<file path="config.mk">
export PLATFORM = sky130hd
export DESIGN_NAME = rms_level_meter_attack_decay_flat
export DESIGN_NICKNAME = d
export VERILOG_FILES = /design/src/rtl/rmslm_pkg.sv /design/src/rtl/rmslm_req_if.sv /design/src/rtl/rmslm_rsp_if.sv /design/src/rtl/rmslm_ctrl.sv /design/src/rtl/rmslm_dpath.sv /design/src/rtl/rms_level_meter_attack_decay.sv /design/src/flat_wrapper.sv
export SDC_FILE = /design/constraint.sdc
export NUM_CORES = 2
export LEC_CHECK = 0
export BUFFER_PORTS_ARGS = -buffer_cell sky130_fd_sc_hd__buf_2
export CORE_ASPECT_RATIO = 0.75
export CORE_MARGIN = 10
export CORE_UTILIZATION = 60
export CTS_CLUSTER_SIZE = 16
export DETAILED_ROUTE_END_ITERATION = 7
export GPL_TIMING_DRIVEN = 1
export PLACE_DENSITY = 0.82
export SKIP_CTS_REPAIR_TIMING = 1
export SYNTH_ARGS = -nofsm -noshare
export SYNTH_HDL_FRONTEND = slang
export SYNTH_HIERARCHICAL = 1
export SYNTH_SLANG_ARGS = --single-unit
</file>
<file path="constraint.sdc">
create_clock -name clock -period 18.4 [get_ports clock]
set_input_delay 3.68 -clock clock [delete_from_list [all_inputs] [get_ports clock]]
set_output_delay 3.68 -clock clock [all_outputs]
set_load 0.01 [all_outputs]
</file>
<file path="src/rtl/rmslm_pkg.sv">
// Shared types and constants for the RMS level meter.
// Used by the channel interfaces, controller, datapath, top level and checker.
`default_nettype none

package rmslm_pkg;

   localparam int unsigned BLOCK_SAMPLES_DEF = 256;

   localparam int unsigned SAMPLE_W    = 16;
   localparam int unsigned LEVEL_W     = 16;
   localparam int unsigned GAIN_W      = 16;
   localparam int unsigned CSR_INDEX_W = 1;
   localparam int unsigned CSR_DATA_W  = 16;

   // one Q30 square needs 31 bits; the block sum grows by log2 of the block length
   localparam int unsigned SQ_W       = 31;
   localparam int unsigned RAD_W      = 32;
   localparam int unsigned ROOT_STEPS = RAD_W / 2;

   localparam logic [LEVEL_W-1:0] Q15_ONE        = 16'h8000;
   localparam logic [GAIN_W-1:0]  GAIN_RESET     = 16'h8000;
   localparam logic [15:0]        RELEASE_Q15    = 16'd3277;
   localparam logic [15:0]        POLL_DECAY_Q15 = 16'd31130;
   localparam logic [32:0]        ROUND_Q15      = 33'd16384;

   typedef enum logic [CSR_INDEX_W-1:0] {
      CSR_ATTEN_GAIN = 1'b0,
      CSR_MIC_ENABLE = 1'b1
   } csr_index_type;

   typedef enum logic {
      OP_SAMPLE = 1'b0,
      OP_POLL   = 1'b1
   } op_type;

   typedef enum logic [3:0] {
      ST_IDLE,
      ST_SCALE,
      ST_SQUARE,
      ST_ACCUM,
      ST_DIV,
      ST_ROOT,
      ST_MUL,
      ST_UPDATE,
      ST_EMIT
   } state_type;

   typedef struct packed {
      logic load;
      logic scale;
      logic square;
      logic accum;
      logic div_step;
      logic div_last;
      logic root_step;
      logic mul;
      logic update;
      logic emit;
   } dp_cmd_type;

   typedef struct packed {
      logic mic_en;
      logic block_end;
      logic poll;
      logic out_free;
   } dp_stat_type;

endpackage

`default_nettype wire

</file>
<file path="src/rtl/rmslm_req_if.sv">
// Sample/poll request channel: valid/ready handshake plus request payload.
// Depends on rmslm_pkg for field widths.
`default_nettype none

interface rmslm_req_if;
   logic                                valid;
   logic                                ready;
   logic                                operation;
   logic signed [rmslm_pkg::SAMPLE_W-1:0] sample;
   logic                                last;

   modport source (output valid, output operation, output sample, output last, input ready);
   modport sink   (input valid, input operation, input sample, input last, output ready);
endinterface

`default_nettype wire

</file>
<file path="src/rtl/rmslm_rsp_if.sv">
// Level result channel: valid/ready handshake plus the Q15 level.
// Depends on rmslm_pkg for field widths.
`default_nettype none

interface rmslm_rsp_if;
   logic                             valid;
   logic                             ready;
   logic [rmslm_pkg::LEVEL_W-1:0]    level;

   modport source (output valid, output level, input ready);
   modport sink   (input valid, input level, output ready);
endinterface

`default_nettype wire

</file>
<file path="src/rtl/rmslm_ctrl.sv">
// Controller FSM for the RMS level meter: sequences scale, square, accumulate,
// serial divide, serial square root, smoothing and result hand-off. Uses rmslm_pkg.
`default_nettype none

module rmslm_ctrl #(
   parameter int unsigned BLOCK_SAMPLES = rmslm_pkg::BLOCK_SAMPLES_DEF
) (
   input  logic                     clock,
   input  logic                     reset,
   input  logic                     req_valid,
   input  rmslm_pkg::op_type        req_op,
   input  logic                     req_last,
   output logic                     req_ready,
   input  rmslm_pkg::dp_stat_type   stat,
   output rmslm_pkg::dp_cmd_type    cmd
);

   localparam int unsigned SUM_W  = rmslm_pkg::SQ_W + $clog2(BLOCK_SAMPLES);
   localparam int unsigned STEP_W = $clog2(SUM_W);
   localparam logic [STEP_W-1:0] DIV_LAST  = STEP_W'(SUM_W - 1);
   localparam logic [STEP_W-1:0] ROOT_LAST = STEP_W'(rmslm_pkg::ROOT_STEPS - 1);

   rmslm_pkg::state_type state_ff, state_in;
   logic [STEP_W-1:0]    step_ff, step_in;

   always_ff @(posedge clock) begin
      if (reset) begin
         state_ff <= rmslm_pkg::ST_IDLE;
         step_ff  <= '0;
      end else begin
         state_ff <= state_in;
         step_ff  <= step_in;
      end
   end

   // next state
   always_comb begin
      state_in = state_ff;
      step_in  = '0;
      case (state_ff)
         rmslm_pkg::ST_IDLE: begin
            if (req_valid) begin
               if (!stat.mic_en) begin
                  if (req_op == rmslm_pkg::OP_POLL || req_last) begin
                     state_in = rmslm_pkg::ST_EMIT;
                  end
               end else if (req_op == rmslm_pkg::OP_POLL) begin
                  state_in = rmslm_pkg::ST_MUL;
               end else begin
                  state_in = rmslm_pkg::ST_SCALE;
               end
            end
         end
         rmslm_pkg::ST_SCALE:  state_in = rmslm_pkg::ST_SQUARE;
         rmslm_pkg::ST_SQUARE: state_in = rmslm_pkg::ST_ACCUM;
         rmslm_pkg::ST_ACCUM: begin
            state_in = stat.block_end ? rmslm_pkg::ST_DIV : rmslm_pkg::ST_IDLE;
         end
         rmslm_pkg::ST_DIV: begin
            if (step_ff == DIV_LAST) begin
               state_in = rmslm_pkg::ST_ROOT;
            end else begin
               step_in = step_ff + 1'b1;
            end
         end
         rmslm_pkg::ST_ROOT: begin
            if (step_ff == ROOT_LAST) begin
               state_in = rmslm_pkg::ST_MUL;
            end else begin
               step_in = step_ff + 1'b1;
            end
         end
         rmslm_pkg::ST_MUL: begin
            state_in = stat.poll ? rmslm_pkg::ST_EMIT : rmslm_pkg::ST_UPDATE;
         end
         rmslm_pkg::ST_UPDATE: state_in = rmslm_pkg::ST_EMIT;
         rmslm_pkg::ST_EMIT: begin
            if (stat.out_free) begin
               state_in = rmslm_pkg::ST_IDLE;
            end
         end
         default: state_in = rmslm_pkg::ST_IDLE;
      endcase
   end

   // outputs
   always_comb begin
      cmd       = '0;
      req_ready = 1'b0;
      case (state_ff)
         rmslm_pkg::ST_IDLE: begin
            req_ready = 1'b1;
            cmd.load  = req_valid;
         end
         rmslm_pkg::ST_SCALE:  cmd.scale  = 1'b1;
         rmslm_pkg::ST_SQUARE: cmd.square = 1'b1;
         rmslm_pkg::ST_ACCUM:  cmd.accum  = 1'b1;
         rmslm_pkg::ST_DIV: begin
            cmd.div_step = 1'b1;
            cmd.div_last = (step_ff == DIV_LAST);
         end
         rmslm_pkg::ST_ROOT:   cmd.root_step = 1'b1;
         rmslm_pkg::ST_MUL:    cmd.mul       = 1'b1;
         rmslm_pkg::ST_UPDATE: cmd.update    = 1'b1;
         rmslm_pkg::ST_EMIT:   cmd.emit      = stat.out_free;
         default: cmd = '0;
      endcase
   end

endmodule

`default_nettype wire

</file>
<file path="src/rtl/rmslm_dpath.sv">
// Datapath for the RMS level meter: config registers, sample scaling and squaring,
// block sum, restoring divider, digit-by-digit square root, smoothing, output register.
// Uses rmslm_pkg; driven by rmslm_ctrl.
`default_nettype none

module rmslm_dpath #(
   parameter int unsigned BLOCK_SAMPLES = rmslm_pkg::BLOCK_SAMPLES_DEF
) (
   input  logic                                   clock,
   input  logic                                   reset,
   input  rmslm_pkg::dp_cmd_type                  cmd,
   output rmslm_pkg::dp_stat_type                 stat,
   input  logic                                   csr_we,
   input  logic [rmslm_pkg::CSR_INDEX_W-1:0]      csr_index,
   input  logic [rmslm_pkg::CSR_DATA_W-1:0]       csr_wdata,
   input  rmslm_pkg::op_type                      req_op,
   input  logic signed [rmslm_pkg::SAMPLE_W-1:0]  req_sample,
   input  logic                                   req_last,
   input  logic                                   rsp_ready,
   output logic                                   rsp_valid,
   output logic [rmslm_pkg::LEVEL_W-1:0]          rsp_level
);

   localparam int unsigned SUM_W  = rmslm_pkg::SQ_W + $clog2(BLOCK_SAMPLES);
   localparam int unsigned CNT_W  = $clog2(BLOCK_SAMPLES + 1);
   localparam int unsigned LW     = rmslm_pkg::LEVEL_W;
   localparam int unsigned RAD_W  = rmslm_pkg::RAD_W;
   localparam logic [RAD_W-1:0] ROOT_BIT0 = RAD_W'(1) << (RAD_W - 2);

   // config and metering state
   logic [rmslm_pkg::GAIN_W-1:0] gain_ff, gain_in;
   logic                         mic_en_ff, mic_en_in;
   logic [LW-1:0]                level_ff, level_in;
   logic [SUM_W-1:0]             sum_ff, sum_in;
   logic [CNT_W-1:0]             count_ff, count_in;
   logic                         rsp_valid_ff, rsp_valid_in;

   // working registers
   rmslm_pkg::op_type            op_ff, op_in;
   logic                         last_ff, last_in;
   logic [rmslm_pkg::SAMPLE_W-1:0] sample_ff, sample_in;
   logic [LW-1:0]                scaled_ff, scaled_in;
   logic [rmslm_pkg::SQ_W-1:0]   sq_ff, sq_in;
   logic [SUM_W-1:0]             quo_ff, quo_in;
   logic [CNT_W-1:0]             rem_ff, rem_in;
   logic [RAD_W-1:0]             rad_ff, rad_in;
   logic [RAD_W-1:0]             res_ff, res_in;
   logic [RAD_W-1:0]             bit_ff, bit_in;
   logic [31:0]                  prod_ff, prod_in;
   logic [LW-1:0]                rsp_level_ff, rsp_level_in;

   logic                         csr_clear;
   logic [15:0]                  mag;
   logic [31:0]                  scale_prod;
   logic [32:0]                  scale_round;
   logic [17:0]                  scale_shift;
   logic [31:0]                  sq_full;
   logic [SUM_W-1:0]             sum_acc;
   logic [CNT_W-1:0]             count_inc;
   logic [CNT_W:0]               div_trial;
   logic [CNT_W:0]               div_diff;
   logic                         div_fits;
   logic [CNT_W-1:0]             rem_next;
   logic [SUM_W-1:0]             quo_next;
   logic [RAD_W-1:0]             root_trial;
   logic                         root_ge;
   logic [LW-1:0]                rms;
   logic [15:0]                  mul_a;
   logic [15:0]                  mul_b;
   logic [32:0]                  prod_round;
   logic [LW-1:0]                prod_q15;
   logic [LW:0]                  attack_sum;
   logic [LW-1:0]                level_upd;
   logic [LW-1:0]                out_val;

   // ---------------- arithmetic ----------------
   always_comb begin
      mag         = sample_ff[15] ? (16'h0000 - sample_ff) : sample_ff;
      scale_prod  = mag * gain_ff;
      scale_round = {1'b0, scale_prod} + rmslm_pkg::ROUND_Q15;
      scale_shift = scale_round[32:15];
      scaled_in   = (scale_shift > 18'(rmslm_pkg::Q15_ONE)) ? rmslm_pkg::Q15_ONE
                                                             : scale_shift[LW-1:0];
      sq_full     = scaled_ff * scaled_ff;
      sq_in       = sq_full[rmslm_pkg::SQ_W-1:0];
      sum_acc     = sum_ff + SUM_W'(sq_ff);
      count_inc   = count_ff + 1'b1;

      // restoring divide, one quotient bit per step
      div_trial = {rem_ff, quo_ff[SUM_W-1]};
      div_fits  = (div_trial >= {1'b0, count_ff});
      div_diff  = div_trial - {1'b0, count_ff};
      rem_next  = div_fits ? div_diff[CNT_W-1:0] : div_trial[CNT_W-1:0];
      quo_next  = {quo_ff[SUM_W-2:0], div_fits};

      // square root, two radicand bits per step
      root_trial = res_ff + bit_ff;
      root_ge    = (rad_ff >= root_trial);
      rms        = (res_ff > RAD_W'(rmslm_pkg::Q15_ONE)) ? rmslm_pkg::Q15_ONE
                                                         : res_ff[LW-1:0];

      // one shared multiplier: release step or poll decay
      if (op_ff == rmslm_pkg::OP_POLL) begin
         mul_a = level_ff;
         mul_b = rmslm_pkg::POLL_DECAY_Q15;
      end else begin
         mul_a = level_ff - rms;
         mul_b = rmslm_pkg::RELEASE_Q15;
      end
      prod_in    = mul_a * mul_b;
      prod_round = {1'b0, prod_ff} + rmslm_pkg::ROUND_Q15;
      prod_q15   = prod_round[30:15];

      attack_sum = {1'b0, rms} - {1'b0, level_ff} + 1'b1;
      level_upd  = (rms > level_ff) ? (level_ff + attack_sum[LW:1]) : (level_ff - prod_q15);

      if (!mic_en_ff) begin
         out_val = '0;
      end else if (op_ff == rmslm_pkg::OP_POLL) begin
         out_val = prod_q15;
      end else begin
         out_val = level_ff;
      end
   end

   // ---------------- next values ----------------
   always_comb begin
      csr_clear = csr_we && (csr_index == rmslm_pkg::CSR_MIC_ENABLE) && !csr_wdata[0];

      gain_in  = gain_ff;
      mic_en_in = mic_en_ff;
      if (csr_we) begin
         case (rmslm_pkg::csr_index_type'(csr_index))
            rmslm_pkg::CSR_ATTEN_GAIN: gain_in   = csr_wdata[rmslm_pkg::GAIN_W-1:0];
            rmslm_pkg::CSR_MIC_ENABLE: mic_en_in = csr_wdata[0];
            default: gain_in = gain_ff;
         endcase
      end

      level_in = level_ff;
      sum_in   = sum_ff;
      count_in = count_ff;
      if (csr_clear || (cmd.load && !mic_en_ff)) begin
         level_in = '0;
         sum_in   = '0;
         count_in = '0;
      end else if (cmd.accum) begin
         sum_in   = sum_acc;
         count_in = count_inc;
      end else if (cmd.update) begin
         level_in = level_upd;
         sum_in   = '0;
         count_in = '0;
      end

      op_in     = cmd.load ? req_op : op_ff;
      last_in   = cmd.load ? req_last : last_ff;
      sample_in = cmd.load ? req_sample : sample_ff;

      quo_in = quo_ff;
      rem_in = rem_ff;
      if (cmd.accum) begin
         quo_in = sum_acc;
         rem_in = '0;
      end else if (cmd.div_step) begin
         quo_in = quo_next;
         rem_in = rem_next;
      end

      rad_in = rad_ff;
      res_in = res_ff;
      bit_in = bit_ff;
      if (cmd.div_last) begin
         rad_in = RAD_W'(quo_next);
         res_in = '0;
         bit_in = ROOT_BIT0;
      end else if (cmd.root_step) begin
         rad_in = root_ge ? (rad_ff - root_trial) : rad_ff;
         res_in = root_ge ? ((res_ff >> 1) + bit_ff) : (res_ff >> 1);
         bit_in = bit_ff >> 2;
      end

      rsp_valid_in = rsp_valid_ff;
      rsp_level_in = rsp_level_ff;
      if (cmd.emit) begin
         rsp_valid_in = 1'b1;
         rsp_level_in = out_val;
      end else if (rsp_ready) begin
         rsp_valid_in = 1'b0;
      end
   end

   // ---------------- registers ----------------
   always_ff @(posedge clock) begin
      if (reset) begin
         gain_ff      <= rmslm_pkg::GAIN_RESET;
         mic_en_ff    <= 1'b1;
         level_ff     <= '0;
         sum_ff       <= '0;
         count_ff     <= '0;
         rsp_valid_ff <= 1'b0;
      end else begin
         gain_ff      <= gain_in;
         mic_en_ff    <= mic_en_in;
         level_ff     <= level_in;
         sum_ff       <= sum_in;
         count_ff     <= count_in;
         rsp_valid_ff <= rsp_valid_in;
      end
   end

   always_ff @(posedge clock) begin
      op_ff        <= op_in;
      last_ff      <= last_in;
      sample_ff    <= sample_in;
      scaled_ff    <= cmd.scale ? scaled_in : scaled_ff;
      sq_ff        <= cmd.square ? sq_in : sq_ff;
      quo_ff       <= quo_in;
      rem_ff       <= rem_in;
      rad_ff       <= rad_in;
      res_ff       <= res_in;
      bit_ff       <= bit_in;
      prod_ff      <= cmd.mul ? prod_in : prod_ff;
      rsp_level_ff <= rsp_level_in;
   end

   assign stat.mic_en    = mic_en_ff;
   assign stat.block_end = last_ff || (count_inc == CNT_W'(BLOCK_SAMPLES));
   assign stat.poll      = (op_ff == rmslm_pkg::OP_POLL);
   assign stat.out_free  = !rsp_valid_ff || rsp_ready;

   assign rsp_valid = rsp_valid_ff;
   assign rsp_level = rsp_level_ff;

endmodule

`default_nettype wire

</file>
<file path="src/rtl/rms_level_meter_attack_decay.sv">
// RMS level meter with fast attack and slow release, Q15 fixed point. A sample
// transaction steps through accept, scale by the gain, square and accumulate. The
// sample that closes a block then runs a restoring divider of the block sum by the
// count, one quotient bit per cycle, a square root at two radicand bits per cycle,
// a multiply, an update and a hand-off to the output register, which waits while
// that register still holds an untaken result. A poll runs accept, multiply and
// hand-off; with the microphone disabled only the accept runs, plus the hand-off
// for a poll or a block-closing sample. One transaction is in work at a time; the
// result sits in an output register, so the next request is taken while it waits.
// Depends on rmslm_pkg, rmslm_req_if, rmslm_rsp_if, rmslm_ctrl and rmslm_dpath.
`default_nettype none

module rms_level_meter_attack_decay #(
   parameter int unsigned BLOCK_SAMPLES = rmslm_pkg::BLOCK_SAMPLES_DEF
) (
   input  logic                                clock,
   input  logic                                reset,
   rmslm_req_if.sink                           req_ch,
   rmslm_rsp_if.source                         rsp_ch,
   input  logic                                csr_we,
   input  logic [rmslm_pkg::CSR_INDEX_W-1:0]   csr_index,
   input  logic [rmslm_pkg::CSR_DATA_W-1:0]    csr_wdata
);

   rmslm_pkg::dp_cmd_type  cmd;
   rmslm_pkg::dp_stat_type stat;
   rmslm_pkg::op_type      req_op;

   assign req_op = rmslm_pkg::op_type'(req_ch.operation);

   rmslm_ctrl #(
      .BLOCK_SAMPLES (BLOCK_SAMPLES)
   ) u_ctrl (
      .clock     (clock),
      .reset     (reset),
      .req_valid (req_ch.valid),
      .req_op    (req_op),
      .req_last  (req_ch.last),
      .req_ready (req_ch.ready),
      .stat      (stat),
      .cmd       (cmd)
   );

   rmslm_dpath #(
      .BLOCK_SAMPLES (BLOCK_SAMPLES)
   ) u_dpath (
      .clock      (clock),
      .reset      (reset),
      .cmd        (cmd),
      .stat       (stat),
      .csr_we     (csr_we),
      .csr_index  (csr_index),
      .csr_wdata  (csr_wdata),
      .req_op     (req_op),
      .req_sample (req_ch.sample),
      .req_last   (req_ch.last),
      .rsp_ready  (rsp_ch.ready),
      .rsp_valid  (rsp_ch.valid),
      .rsp_level  (rsp_ch.level)
   );

endmodule

`default_nettype wire

</file>
<file path="src/flat_wrapper.sv">
// flat-port wrapper written by rule: the top's interface ports become plain ports
module rms_level_meter_attack_decay_flat 
#(
   parameter int unsigned BLOCK_SAMPLES = rmslm_pkg::BLOCK_SAMPLES_DEF
)
  (clock, reset, csr_we, csr_index, csr_wdata, req_ch_valid, req_ch_operation, req_ch_sample, req_ch_last, req_ch_ready, rsp_ch_valid, rsp_ch_level, rsp_ch_ready);
  rmslm_req_if req_ch_i ();
  rmslm_rsp_if rsp_ch_i ();
  input  logic clock;
  input  logic reset;
  input  logic csr_we;
  input  logic [rmslm_pkg::CSR_INDEX_W-1:0] csr_index;
  input  logic [rmslm_pkg::CSR_DATA_W-1:0] csr_wdata;
  input wire logic [$bits(req_ch_i.valid)-1:0] req_ch_valid;
  input wire logic [$bits(req_ch_i.operation)-1:0] req_ch_operation;
  input wire logic [$bits(req_ch_i.sample)-1:0] req_ch_sample;
  input wire logic [$bits(req_ch_i.last)-1:0] req_ch_last;
  output wire logic [$bits(req_ch_i.ready)-1:0] req_ch_ready;
  output wire logic [$bits(rsp_ch_i.valid)-1:0] rsp_ch_valid;
  output wire logic [$bits(rsp_ch_i.level)-1:0] rsp_ch_level;
  input wire logic [$bits(rsp_ch_i.ready)-1:0] rsp_ch_ready;
  assign req_ch_i.valid = req_ch_valid;
  assign req_ch_i.operation = req_ch_operation;
  assign req_ch_i.sample = req_ch_sample;
  assign req_ch_i.last = req_ch_last;
  assign req_ch_ready = req_ch_i.ready;
  assign rsp_ch_valid = rsp_ch_i.valid;
  assign rsp_ch_level = rsp_ch_i.level;
  assign rsp_ch_i.ready = rsp_ch_ready;
  rms_level_meter_attack_decay #(.BLOCK_SAMPLES(BLOCK_SAMPLES)) u_core (.clock(clock), .reset(reset), .req_ch(req_ch_i), .rsp_ch(rsp_ch_i), .csr_we(csr_we), .csr_index(csr_index), .csr_wdata(csr_wdata));
endmodule
</file>
==> reports/metrics.csv <==
metric,value,unit
outcome,completed,
final_antenna_net_count,0,
areaGrowthSynthToFinish,6.11,%
clock-root-buffer,clkbuf_16,
clkTransAtPathRegs,0.06,ns
crit_top_cell,fa_1,
gp_congestion,0.959,
synthArstFlopShare,0,
multiInputGateArea,30500,um^2
arrival,10.70,ns
start_util,0.610,
die_height,249,um
seq_area,8030,um^2
yosys_warnings,6,
n_fill_cell,5407,
antenna-diode-count,0,
hold_violations,0,
slew_violations,0,
max_stage_delay,0.66,ns
crit_path_end_kind,flip-flop,
synth_nets,5720,
pin_count,58,
r2r_end,u_core/u_dpath/prod_ff[30],
r2r_cells,34,
remaining_drc_errors,0,
grt_pass1_wl,163000,um
crit_type,reg -> reg,
cp.required,18.74,ns
avgSynthCellArea,8.98,um^2
finalSetupTns,0,ns
fin_crit,10.36,ns
routed_wl,97800,um
drt_iter0_markers,3004,
setup_viol,0,
coreArea,68900,um^2
tightest_slew,1.16,ns
numCtsBuffers,37,
dpl.hpwl,76700,um
finClkSkew,0.0256,ns
track_usage,0.239,
ys_types,87,
max-slew-margin-rel,0.219,
drive_gt1_frac,0.0493,
wl_per_cell,17.5,um
grt-ovfl-total,0,
clockBufferDepth,3,
rsz0062_at_grt,false,
dr.pass1.iters,6,
num_rows,83,
synthCells,4675,
antenna_found_initial,0,
htreeDepth,2,
start_kind,flip-flop,
dp_cells,5532,
yosys_register_bits,317,
fmax,96.5,MHz
nets,5681,
yosysSeqAreaShare,0.191,
hold_start,u_core/u_ctrl/step_ff[0],
fp.dieW,325,um
hold-path-endpoint,u_core/u_ctrl/step_ff[0],
first_global_vias,32600,
rrSetupSlack,8.04,ns
via_count,32400,
r2r-start,u_core/u_dpath/res_ff[27],
max_cap_violations,0,
slowest_stage,o41ai_1,
crit_path_max_fanout,15,
die_area,81100,um^2
ys.flop_type,edfxtp_1,
avgViaCountPerCell,5.79,
period_share,0.563,
cts_tree,done,
hold_class,reg -> reg,
layoutNonFillerInstCount,5600,
io_buffers,57,
min_path_cells,1,
clock-sinks,317,
grt_max_degree,91,
insertion_delay,0.60,ns
syn_area,42000,um^2
synth_edf_count,168,
-- metrics by stage --
step / worst slack (ns) / cell area (um^2) / utilization / hold WS, ns
final: 8.04 / 44500 / 0.647 / 0.456
after global routing: 7.52 / 44500 / 0.647 / 0.484
after CTS: 8.17 / 44500 / 0.647 / 0.463
after detailed placement: 8.24 / 43100 / 0.626 / 0.444
after global placement: 8.58 / 43100 / 0.626 / 0.441
after floorplan: 9.55 / 42000 / - / 0.426
-- state kept, by name (all words and copies together) (netlist names), 17 cells and up --
signal	flops
u_core/u_dpath/prod_ff	17
u_core/u_dpath/quo_ff	39
u_core/u_dpath/rad_ff	32
u_core/u_dpath/res_ff	32
u_core/u_dpath/sq_ff	30
u_core/u_dpath/sum_ff	39
-- synthesized netlist by cell type, drive strengths merged, types with 6 or more instances --
cell,n,area share
o22ai,7,0.0010
a2111oi,9,0.0023
o21ai,182,0.022
nand3,57,0.0068
nand4,18,0.0027
nand2b,32,0.0048
or3,19,0.0028
a21o,111,0.020
a21oi,213,0.025
xor2,96,0.020
o211ai,10,0.0018
and4,11,0.0023
nor3,75,0.0089
mux2i,35,0.0086
and3,27,0.0040
a31oi,36,0.0055
o31ai,19,0.0034
o21bai,31,0.0055
fa,497,0.24
a311oi,13,0.0027
inv,782,0.070
a221oi,10,0.0021
nor2b,40,0.0060
o31a,7,0.0015
dfxtp,149,0.071
nor2,267,0.024
a31o,13,0.0027
nand2,538,0.048
and2,146,0.022
clkbuf,146,0.013
a211o,7,0.0015
mux2,20,0.0054
nor4,19,0.0030
a211oi,32,0.0058
buf,17,0.0023
a22o,11,0.0023
o41ai,6,0.0013
or2,14,0.0021
o21a,34,0.0061
xnor2,164,0.034
edfxtp,168,0.12
ha,508,0.15
-- cells by family (layout without fill, tap and decap cells) --
| family | Yosys count | in the layout | share of synthesized area |
|---|---|---|---|
| AOI/OAI and AO/OA | 799 | 799 | 0.124 |
| xor gates and xnor gates | 260 | 260 | 0.0542 |
| adders and majority gates | 1005 | 1005 | 0.388 |
| buffers and inverters | 948 | 938 | 0.0855 |
| DFF | 317 | 317 | 0.191 |
| muxes | 55 | 55 | 0.0140 |
| and+or+nand+nor | 1291 | 1291 | 0.142 |
-- cell type report --
| class | count | share of cell area |
|---|---|---|
| clock buffers | 44 | 0.0225 |
| clock inverters | 24 | 0.00924 |
| inverters | 785 | 0.0661 |
| multi-input cells | 3410 | 0.684 |
| flip-flops and latches | 317 | 0.180 |
| well taps | 935 | 0.0263 |
| repair buffers | 85 | 0.0111 |
-- layer usage --
layer  part of all wire  track usage  up-vias  routed length [um]
met3              0.083       0.0386      147                8090
met1               0.45        0.343    15700               44400
met5                  0            0        -                   0
met2               0.44        0.376     1317               43400
met4              0.020       0.0548        0                1940
li1                   -            -    15300                   -
-- how the worst max path moves through the flow --
stage,slack (ns),endpoint,startpoint
finish,8.04,u_core/u_dpath/prod_ff[30],u_core/u_dpath/res_ff[27]
global route,7.52,u_core/u_dpath/prod_ff[30],u_core/u_dpath/res_ff[27]
CTS,8.17,u_core/u_dpath/prod_ff[30],u_core/u_dpath/res_ff[27]
detailed placement,8.24,u_core/u_dpath/prod_ff[30],u_core/u_dpath/res_ff[27]
global placement,8.58,u_core/u_dpath/prod_ff[30],u_core/u_dpath/res_ff[27]
floorplan,9.55,u_core/u_dpath/prod_ff[30],u_core/u_dpath/res_ff[7]
-- critical path: cells and delay by family (launching register included) --
family,cells,cell delay [ns]
flops,1,0.40
fa+ha+maj,9,3.55
compound gates,16,4.51
buf+inv,4,0.49
simple gates,3,0.82
xor+xnor,2,0.33
-- cell usage in the layout, fill, tap and decap left out, types with 35 or more instances in the layout --
cell type    n
nor3_1      71
fa_1       497
clkbuf_16   38
o21ai_0    177
xor2_1      96
dfxtp_1    149
ha_1       508
nand3_1     57
edfxtp_1   168
a31oi_1     35
nor2b_1     40
buf_2       57
and2_1     145
nand2_1    538
nor2_1     263
a21o_1     110
a21oi_1    212
inv_1      782
xnor2_1    154
Power is left out: the tool's default activity adds up to more than one toggle a clock period on the data nets, which glitch-free logic cannot reach.
